## config.mk

```make
export PLATFORM = sky130hd
export DESIGN_NAME = tgw_ctrl
export DESIGN_NICKNAME = d
export VERILOG_FILES = /design/src/tgw_pkg.sv /design/src/tgw_ctrl.sv
export SDC_FILE = /design/constraint.sdc
export NUM_CORES = 1
export LEC_CHECK = 0
export BUFFER_PORTS_ARGS = -buffer_cell sky130_fd_sc_hd__buf_2
export CORE_AREA = 2 2 39 41
export DETAILED_ROUTE_END_ITERATION = 6
export DIE_AREA = 0 0 41 43
export PLACE_DENSITY = 0.53
export SLEW_MARGIN = 15
export SYNTH_ARGS = -nofsm -noshare
export SYNTH_HDL_FRONTEND = slang
export SYNTH_SLANG_ARGS = --single-unit
export TNS_END_PERCENT = 50
```

## constraint.sdc

```tcl
create_clock -name i_clk -period 1.5 [get_ports i_clk]
set_input_delay 0.15 -clock i_clk [delete_from_list [all_inputs] [get_ports i_clk]]
set_output_delay 0.15 -clock i_clk [all_outputs]
set_load 0.05 [all_outputs]
```

## src/tgw_pkg.sv

```systemverilog
// Shared types, codes and the heading turn table for the turmite grid walker.
`timescale 1ns / 1ps

package tgw_pkg;

    typedef logic [7:0] t_pos;
    typedef logic [7:0] t_symbol;
    typedef logic [1:0] t_heading;
    typedef logic [1:0] t_turn;
    typedef logic [3:0] t_mstate;

    localparam logic OP_STEP = 1'b0;
    localparam logic OP_LOAD = 1'b1;

    localparam t_heading HD_NORTH = 2'd0;
    localparam t_heading HD_SOUTH = 2'd1;
    localparam t_heading HD_EAST  = 2'd2;
    localparam t_heading HD_WEST  = 2'd3;

    localparam t_turn TURN_LEFT     = 2'd0;
    localparam t_turn TURN_RIGHT    = 2'd1;
    localparam t_turn TURN_STRAIGHT = 2'd2;
    localparam t_turn TURN_BACK     = 2'd3;

    localparam t_symbol  BLANK_SYMBOL  = 8'd32;
    localparam logic [7:0] COLOR_RESET = 8'd1;
    localparam t_heading HEADING_RESET = HD_SOUTH;
    localparam int       SYMBOL_BITS   = 8;
    localparam int       MSTATE_COUNT  = 16;

    typedef struct packed {
        logic     valid;
        t_mstate  next_state;
        t_symbol  new_symbol;
        t_turn    turn;
    } t_rule;

    typedef enum logic [2:0] {
        ST_CLEAR,
        ST_IDLE,
        ST_RULE,
        ST_COMMIT,
        ST_LOAD
    } t_state;

    typedef struct packed {
        logic clr_en;
        logic accept;
        logic cell_rd;
        logic rule_rd;
        logic commit_step;
        logic commit_load;
    } t_cmd;

    typedef struct packed {
        logic clr_done;
    } t_sts;

    function automatic t_heading f_turn(input t_turn turn, input t_heading hd);
        t_heading res;
        res = hd;
        unique case (turn)
            TURN_LEFT: begin
                unique case (hd)
                    HD_NORTH: res = HD_WEST;
                    HD_SOUTH: res = HD_EAST;
                    HD_EAST:  res = HD_NORTH;
                    default:  res = HD_SOUTH;
                endcase
            end
            TURN_RIGHT: begin
                unique case (hd)
                    HD_NORTH: res = HD_EAST;
                    HD_SOUTH: res = HD_WEST;
                    HD_EAST:  res = HD_SOUTH;
                    default:  res = HD_NORTH;
                endcase
            end
            TURN_STRAIGHT: begin
                res = hd;
            end
            default: begin
                unique case (hd)
                    HD_NORTH: res = HD_SOUTH;
                    HD_SOUTH: res = HD_NORTH;
                    HD_EAST:  res = HD_WEST;
                    default:  res = HD_EAST;
                endcase
            end
        endcase
        return res;
    endfunction

endpackage

```

## src/tgw_ctrl.sv

```systemverilog
// Controller state machine: clearing pass, item sequencing and output word valid.
`timescale 1ns / 1ps

module tgw_ctrl (
    input  logic          i_clk,
    input  logic          i_rst_n,
    input  logic          i_valid,
    input  logic          i_operation,
    output logic          o_stall,
    output logic          o_valid,
    input  logic          i_stall,
    input  tgw_pkg::t_sts i_sts,
    output tgw_pkg::t_cmd o_cmd
);

    tgw_pkg::t_state r_state;
    tgw_pkg::t_state n_state;
    logic            r_out_vld;
    logic            out_free;

    assign out_free = !r_out_vld || !i_stall;

    always_ff @(posedge i_clk) begin
        if (!i_rst_n) begin
            r_state <= tgw_pkg::ST_CLEAR;
        end else begin
            r_state <= n_state;
        end
    end

    always_comb begin
        n_state = r_state;
        unique case (r_state) inside
            tgw_pkg::ST_CLEAR: begin
                if (i_sts.clr_done) begin
                    n_state = tgw_pkg::ST_IDLE;
                end
            end
            tgw_pkg::ST_IDLE: begin
                if (i_valid) begin
                    n_state = (i_operation == tgw_pkg::OP_LOAD) ? tgw_pkg::ST_LOAD
                                                                 : tgw_pkg::ST_RULE;
                end
            end
            tgw_pkg::ST_RULE: begin
                n_state = tgw_pkg::ST_COMMIT;
            end
            tgw_pkg::ST_COMMIT, tgw_pkg::ST_LOAD: begin
                if (out_free) begin
                    n_state = tgw_pkg::ST_IDLE;
                end
            end
            default: begin
                n_state = tgw_pkg::ST_CLEAR;
            end
        endcase
    end

    always_comb begin
        o_cmd             = '0;
        o_stall           = 1'b1;
        unique case (r_state)
            tgw_pkg::ST_CLEAR: begin
                o_cmd.clr_en = 1'b1;
            end
            tgw_pkg::ST_IDLE: begin
                o_stall       = 1'b0;
                o_cmd.cell_rd = 1'b1;
                o_cmd.accept  = i_valid;
            end
            tgw_pkg::ST_RULE: begin
                o_cmd.rule_rd = 1'b1;
            end
            tgw_pkg::ST_COMMIT: begin
                o_cmd.commit_step = out_free;
            end
            tgw_pkg::ST_LOAD: begin
                o_cmd.commit_load = out_free;
            end
            default: begin
                o_cmd = '0;
            end
        endcase
    end

    always_ff @(posedge i_clk) begin
        if (!i_rst_n) begin
            r_out_vld <= 1'b0;
        end else if (o_cmd.commit_step || o_cmd.commit_load) begin
            r_out_vld <= 1'b1;
        end else if (!i_stall) begin
            r_out_vld <= 1'b0;
        end
    end

    assign o_valid = r_out_vld;

endmodule

```

# Yosys cells after proc, flatten, opt, wreduce, memory -nomap -nowiden
# Cells that the tools add are included.
# classes
n_eq_ne,8
n_mux,13
n_reduce_logical,7
# op_table
operator,n
3-bit two-way mux,4
3-bit one-hot mux with 4 select lines,1
1-bit two-way mux,7
"3-bit by 2-bit == test with 1-bit output, second input constant",2
"2-bit inequality test, second input constant",3
"3-bit by 1-bit == test with 1-bit output, second input constant",1
"3-bit == test, second input constant",1
3-bit zero test,1
3-bit AND reduction,1
1-bit zero test,2
1-bit logical OR,2
2-bit two-way mux,1
"2-bit by 1-bit inequality test with 1-bit output, second input constant",1
2-bit OR reduction,1
# totals
register_bits,4
inputBits,6
output_inout_bits,8

# Depth between registers and ports, before layout
# Gate-level depths: netlist (run 1).
# logic_depth
ltp_word,5
mapped_depth,5
depth_no_buf,5

# Worst setup path before layout (run 1)
# OpenSTA, ideal clock, no wires.
# synth_timing
kind,register to output
startpoint,register r_state[0]
endpoint,output o_cmd[5] in the netlist's numbering
t_arrival_ns,1.504
t_required_ns,1.350
path_slack_ns,-0.154
stages_incl_launch_ff,3
cell_sequence,dfxtp_1 buf_2 nor3_1
# synth_rtl
element,line_no,text
from (decl),tgw_ctrl.sv:16,tgw_pkg::t_state r_state;
from (signal assigned),tgw_ctrl.sv:25,r_state <= tgw_pkg::ST_CLEAR;
from (signal assigned),tgw_ctrl.sv:27,r_state <= n_state;
to (decl),tgw_ctrl.sv:13,output tgw_pkg::t_cmd o_cmd

==> results of run 1 <==
==> power breakdown <==
| part | switching, uW | internal [uW] | total, uW | leakage, uW |
|---|---|---|---|---|
| registers | 60.7 | 137 | 197 | 0.0000334 |
| logic | 340 | 148 | 488 | 0.000138 |
| clock network | 47.4 | 89.7 | 137 | 0.0000138 |
==> stage by stage <==
| step | total power, uW | cell area (um^2) |
|---|---|---|
| 2_1_floorplan | 588 | 279 |
| 3_3_place_gp | 677 | 359 |
| 3_5_place_dp | 678 | 359 |
| 4_1_cts | 821 | 382 |
| 5_1_grt | 881 | 392 |
| 6_report | 823 | 392 |
==> worst paths after layout <==
check                               start                 endpoint  depth (start not counted)
setup / recovery  r_state[2]$_SDFFE_PN0P_                 o_cmd[4]                          3
hold / removal                i_operation  r_state[2]$_SDFFE_PN0P_                          3
setup reg to reg  r_state[2]$_SDFFE_PN0P_  r_state[0]$_SDFFE_PN0P_                          4
hold reg to reg   r_state[1]$_SDFFE_PN0P_  r_state[1]$_SDFFE_PN0P_                          2
==> flip-flops by register name (all words and copies together) (netlist names) <==
signal	flops
o_valid	1
r_state	3
==> area by class of cell <==
class / instances / area (um^2) / share of cell area [%]
clock buffers: 3 / 22.5 / 5.75
inverters: 1 / 3.75 / 0.958
multi-input cells: 26 / 190 / 48.6
flip-flops and latches: 4 / 82.6 / 21.1
well taps: 16 / 20.0 / 5.11
repair buffers: 13 / 72.6 / 18.5
==> what timing repair did <==
action,4_1_cts,5_1_grt
resized for setup,0,5
buffers inserted,0,0
setup endpoints to repair,0,4
==> cell usage after synthesis <==
cell	instances
nand2_1	6
nor2b_1	1
inv_1	1
nand2b_1	1
nor2b_4	1
a22oi_2	1
o21ai_4	1
a21boi_0	1
and3_2	1
o21ai_0	1
dfxtp_1	4
and3_1	2
nor2_1	2
mux2i_1	5
nor3_1	1
nand3b_1	1
buf_2	1
nand3_1	1
==> worst max-delay path, stage by stage (launching register included) <==
cell,delay [ns]
dfxtp_1,0.51
nor2_1,0.11
and3_1,0.19
buf_2,0.20
==> logic make-up (layout without fill, tap and decap cells) <==
| kind of cell | count (synthesis) | in the layout |
|---|---|---|
| flops | 4 | 4 |
| compound gates | 4 | 4 |
| simple gates | 17 | 17 |
| mux | 5 | 5 |
| buf+inv | 2 | 17 |
==> layer usage <==
metal	global-route usage [%]	part of all wire (%)
met5	0	0
met4	6.00	2.4
met3	4.71	6.3
met2	12.2	47
met1	9.94	44
==> placed cells by master, fill, tap and decap left out, drive strengths merged <==
master  netlist  routed
a22oi         1       1
nor2b         2       2
nand2b        1       1
buf           1      10
and3          3       3
inv           1       1
a21boi        1       1
nand3         1       1
nor3          1       1
clkbuf        0       6
mux2i         5       5
nand3b        1       1
o21ai         2       2
nand2         6       6
nor2          2       2
dfxtp         4       4
==> flow_metrics.py, run 1 <==
metrics = {
    "status": {
        "status": "complete, no violations",
    },
    "placement": {
        "io_buffers": 13,
        "gp_congestion": 0.685,
        "pre_cts_ws_ns": 0.228,
        "hpwl_um": 478,
        "dp.cells": 60,
    },
    "global_route": {
        "antenna_found_initial": 0,
        "grtUsageTotal_pct": 8.83,
        "grt_max_degree": 12,
        "grt_pass1_wl_um": 1010,
        "grt-ovfl-total": 0,
        "grt_pass1_vias": 240,
    },
    "yosys": {
        "yosysUniqueCellTypes": 18,
        "synth_top_family_by_area": "simple AND/OR/NAND/NOR gates",
        "ys_ff_latch": 4,
        "synth_largest_area_cell": "dfxtp_1",
        "synth_fa_ha_area_share_pct": 0,
        "netlist.area_leader.share_pct": 29.2,
        "synth-simple-area-share_pct": 34.2,
        "synth_xor_area_share_pct": 0,
        "yosys-top-cells-area": "dfxtp_1 29%, mux2i_1 18%, nand2_1 8.2%",
        "synth_warnings": 0,
        "synthMuxAreaShare_pct": 18.3,
        "yosysSeqAreaShare_pct": 29.2,
        "syn-num-nets": 38,
        "synth_cells": 32,
        "syn_avg_cell_area_um2": 8.56,
        "syn_area_um2": 274,
        "synth_compound_gate_area_share_pct": 15.1,
    },
    "critical_path": {
        "reg2reg_slack_ns": 0.31,
        "cp_data_arrival_time_ns": 1.25,
        "critPathRequiredTime_ns": 1.35,
        "path_class": "reg2out",
        "endpoint_kind": "primary output",
        "crit_fanout": 7,
        "cp-start-kind": "flip-flop",
    },
    "floorplanning": {
        "die-area_mm2": 0.00176,
        "die_h_um": 43,
        "rows": 14,
        "start_util_pct": 19.8,
        "ios": 14,
        "die_x_um": 41,
        "core_area_mm2": 0.00138,
    },
    "drt": {
        "drt_iter0_markers": 0,
        "wl_per_cell_um": 9.83,
        "wl_um": 619,
        "post_drt_via_cell_ratio": 4.44,
        "firstDrtPassIters": 1,
        "antenna_left": 0,
        "num_vias": 280,
        "drc": 0,
    },
    "cells_and_area": {
        "finalNonFillerCells": 63,
        "nFillCells": 159,
        "area_delta_synth_final_pct": 42.9,
        "antenna-diode-count": 0,
        "num-nets-final": 55,
        "final_util_pct": 28.3,
        "drive_gt1_share_pct": 48.9,
    },
    "timing": {
        "report.final.slew_viol_count": 0,
        "setup_viol": 0,
        "rsz0062_at_grt": "no",
        "finalCriticalPeriod_ns": 1.40,
        "finalHoldViolCount": 0,
        "finalClockSkew_ns": 0.00234,
        "whs_ns": 0.196,
        "tightestPinTransition_ns": 0.334,
        "setup_tns_ns": 0,
        "relSlewSlack_pct": 77.7,
        "fin_crit_sh_pct": 93.4,
        "setup_slack_ns": 0.0985,
        "fmaxAchievable_mhz": 713,
    },
    "clock_network": {
        "clkSinkCount": 4,
        "path_clk_slew_ns": 0.04,
        "cts_tree": "built",
        "cts_buffers": 3,
        "cts_root_buffer": "clkbuf_4",
        "h-tree-depth": 1,
        "cts_hold_buf": 0,
        "clockBufferDepth": 2,
        "insertion_delay_ns": 0.24,
    },
    "pwr": {
        "p_leak_uw": 0.000185,
        "vdd_ir_drop_max_mv": 0.444,
        "power_density_mw_per_mm2": 2100,
    },
    "flow_run": {
        "drv_cap": 0,
    },
    "min_path": {
        "hp-class": "in2reg",
    },
}
Note: power is estimated with default switching activity, not from simulation.
==> inputs of run 2 (changes only) <==
--- a/config.mk
+++ b/config.mk
@@ -8,2 +8,4 @@
 export BUFFER_PORTS_ARGS = -buffer_cell sky130_fd_sc_hd__buf_2
+export CELL_PAD_IN_SITES_DETAIL_PLACEMENT = 0
+export CELL_PAD_IN_SITES_GLOBAL_PLACEMENT = 1
 export CORE_AREA = 2 2 39 41
@@ -11,3 +13,3 @@
 export DIE_AREA = 0 0 41 43
-export PLACE_DENSITY = 0.53
+export PLACE_DENSITY = 0.66
 export SLEW_MARGIN = 15
--- a/constraint.sdc
+++ b/constraint.sdc
@@ -3,2 +3,2 @@
 set_output_delay 0.15 -clock i_clk [all_outputs]
-set_load 0.05 [all_outputs]
+set_load 0.02 [all_outputs]
==> flow_metrics.py, run 2 (synthesis gave the netlist of run 1 again) <==
metrics = {
    "status": {
        "status": "complete, no violations",
    },
    "timing": {
        "finalCriticalPeriod_ns": 1.42,
        "tightestPinTransition_ns": 0.370,
        "fmaxAchievable_mhz": 705,
        "finalHoldViolCount": 0,
        "report.final.slew_viol_count": 0,
        "whs_ns": 0.195,
        "fin_crit_sh_pct": 94.6,
        "finalClockSkew_ns": 0.00614,
        "relSlewSlack_pct": 75.3,
        "setup_viol": 0,
        "rsz0062_at_grt": "no",
        "setup_tns_ns": 0,
    },
    "floorplanning": {
        "die-area_mm2": 0.00176,
        "start_util_pct": 19.8,
        "core_area_mm2": 0.00138,
        "ios": 14,
        "die_x_um": 41,
        "rows": 14,
        "die_h_um": 43,
    },
    "clock_network": {
        "cts_buffers": 3,
        "cts_root_buffer": "clkbuf_4",
        "clockBufferDepth": 2,
        "clkSinkCount": 4,
        "cts_hold_buf": 0,
        "insertion_delay_ns": 0.24,
        "cts_resized": 0,
        "cts_tree": "built",
        "post_cts_buffers": 0,
        "path_clk_slew_ns": 0.04,
        "h-tree-depth": 1,
    },
    "placement": {
        "io_buffers": 13,
        "hpwl_um": 454,
        "dp.cells": 60,
        "dpl_cell_area_um2": 354,
        "gp_congestion": 0.719,
    },
    "drt": {
        "drt_iter0_markers": 7,
        "wl_um": 597,
        "num_vias": 259,
        "firstDrtPassIters": 4,
        "antenna_left": 0,
        "drc": 0,
        "wl_per_cell_um": 9.48,
        "post_drt_via_cell_ratio": 4.11,
    },
    "global_route": {
        "grt_pass1_wl_um": 917,
        "busiest_layer": "met1",
        "use_met3_pct": 4.71,
        "antenna_found_initial": 0,
        "grtUsageTotal_pct": 8.03,
        "grt-ovfl-total": 0,
        "grt_max_degree": 12,
        "grt_pass1_vias": 228,
        "grtUsageMet1_pct": 11.3,
        "met2_usage_pct": 9.38,
    },
    "min_path": {
        "hp-class": "in2reg",
    },
    "critical_path": {
        "crit_fanout": 11,
        "cp-start-kind": "flip-flop",
        "crit_chain": "nor2_1, and3_2, buf_2",
        "cp_slowest_cell": "dfxtp_1",
        "endpoint_kind": "primary output",
        "critPathRequiredTime_ns": 1.35,
        "crit_buf_inv": 1,
        "critPathTopFamily": "flip-flops",
        "slowest_delay_ns": 0.53,
        "path_class": "reg2out",
        "cp_data_arrival_time_ns": 1.27,
    },
    "cells_and_area": {
        "drive_gt1_share_pct": 42.6,
        "final_util_pct": 27.2,
        "mostFrequentLayoutCells": "13 x buf_2, 6 x nand2_1, 5 x mux2i_1",
        "num-nets-final": 55,
        "final_cell_area_um2": 377,
        "antenna-diode-count": 0,
        "final_common_cell": "buf_2",
        "top_register": "r_state",
        "largest_reg_flops": 3,
        "area_delta_synth_final_pct": 37.4,
        "finalNonFillerCells": 63,
    },
    "pwr": {
        "power_density_mw_per_mm2": 1740,
        "p_leak_uw": 0.000184,
        "vdd_ir_drop_max_mv": 0.469,
    },
    "flow_run": {
        "drv_cap": 0,
    },
}
[run 2: layer usage]
| metal | part of all wire (%) | vias up | routed length, um |
|---|---|---|---|
| met5 | 0 | - | 0 |
| met4 | 0 | 0 | 0 |
| met3 | 9.4 | 0 | 56 |
| met2 | 43 | 12 | 259 |
| met1 | 47 | 105 | 281 |
| li1 | - | 142 | - |
[run 2: path summary, 6_finish.rpt]
path                           start                       to  slack, ns  depth (start not counted)
min                      i_operation  r_state[2]$_SDFFE_PN0P_       0.20                          3
max reg2reg  r_state[0]$_SDFFE_PN0P_  r_state[1]$_SDFFE_PN0P_       0.23                          4
min reg2reg  r_state[1]$_SDFFE_PN0P_  r_state[1]$_SDFFE_PN0P_       0.56                          2
max          r_state[0]$_SDFFE_PN0P_                 o_cmd[0]       0.08                          3
[run 2: final cells by class]
| type | count | area, um^2 |
|---|---|---|
| fill | 157 | 1010 |
| multi-input combinational | 26 | 185 |
| sequential | 4 | 80.1 |
| timing repair buffer | 13 | 65.1 |
| inverter | 1 | 3.75 |
| tap | 16 | 20.0 |
| clock buffer | 3 | 22.5 |
[run 2: worst reg2reg max path: cells and delay by family, from the launching register on]
family,cells,cell delay (ns)
and+or+nand+nor,1,0.11
AOI/OAI and AO/OA,1,0.10
DFF,1,0.53
muxes,2,0.44
[run 2: per-stage QoR]
stage	power (uW)	setup slack, ns
after CTS	667	0.0702
after floorplan	435	0.345
after detailed placement	523	0.240
after global routing	705	0.00627
after global placement	526	0.239
final	656	0.0808
[run 2: where the power goes]
| part | internal (uW) | switching, uW | total (uW) |
|---|---|---|---|
| logic | 135 | 197 | 333 |
| registers | 132 | 56.1 | 189 |
| clock network | 89.6 | 45.3 | 135 |
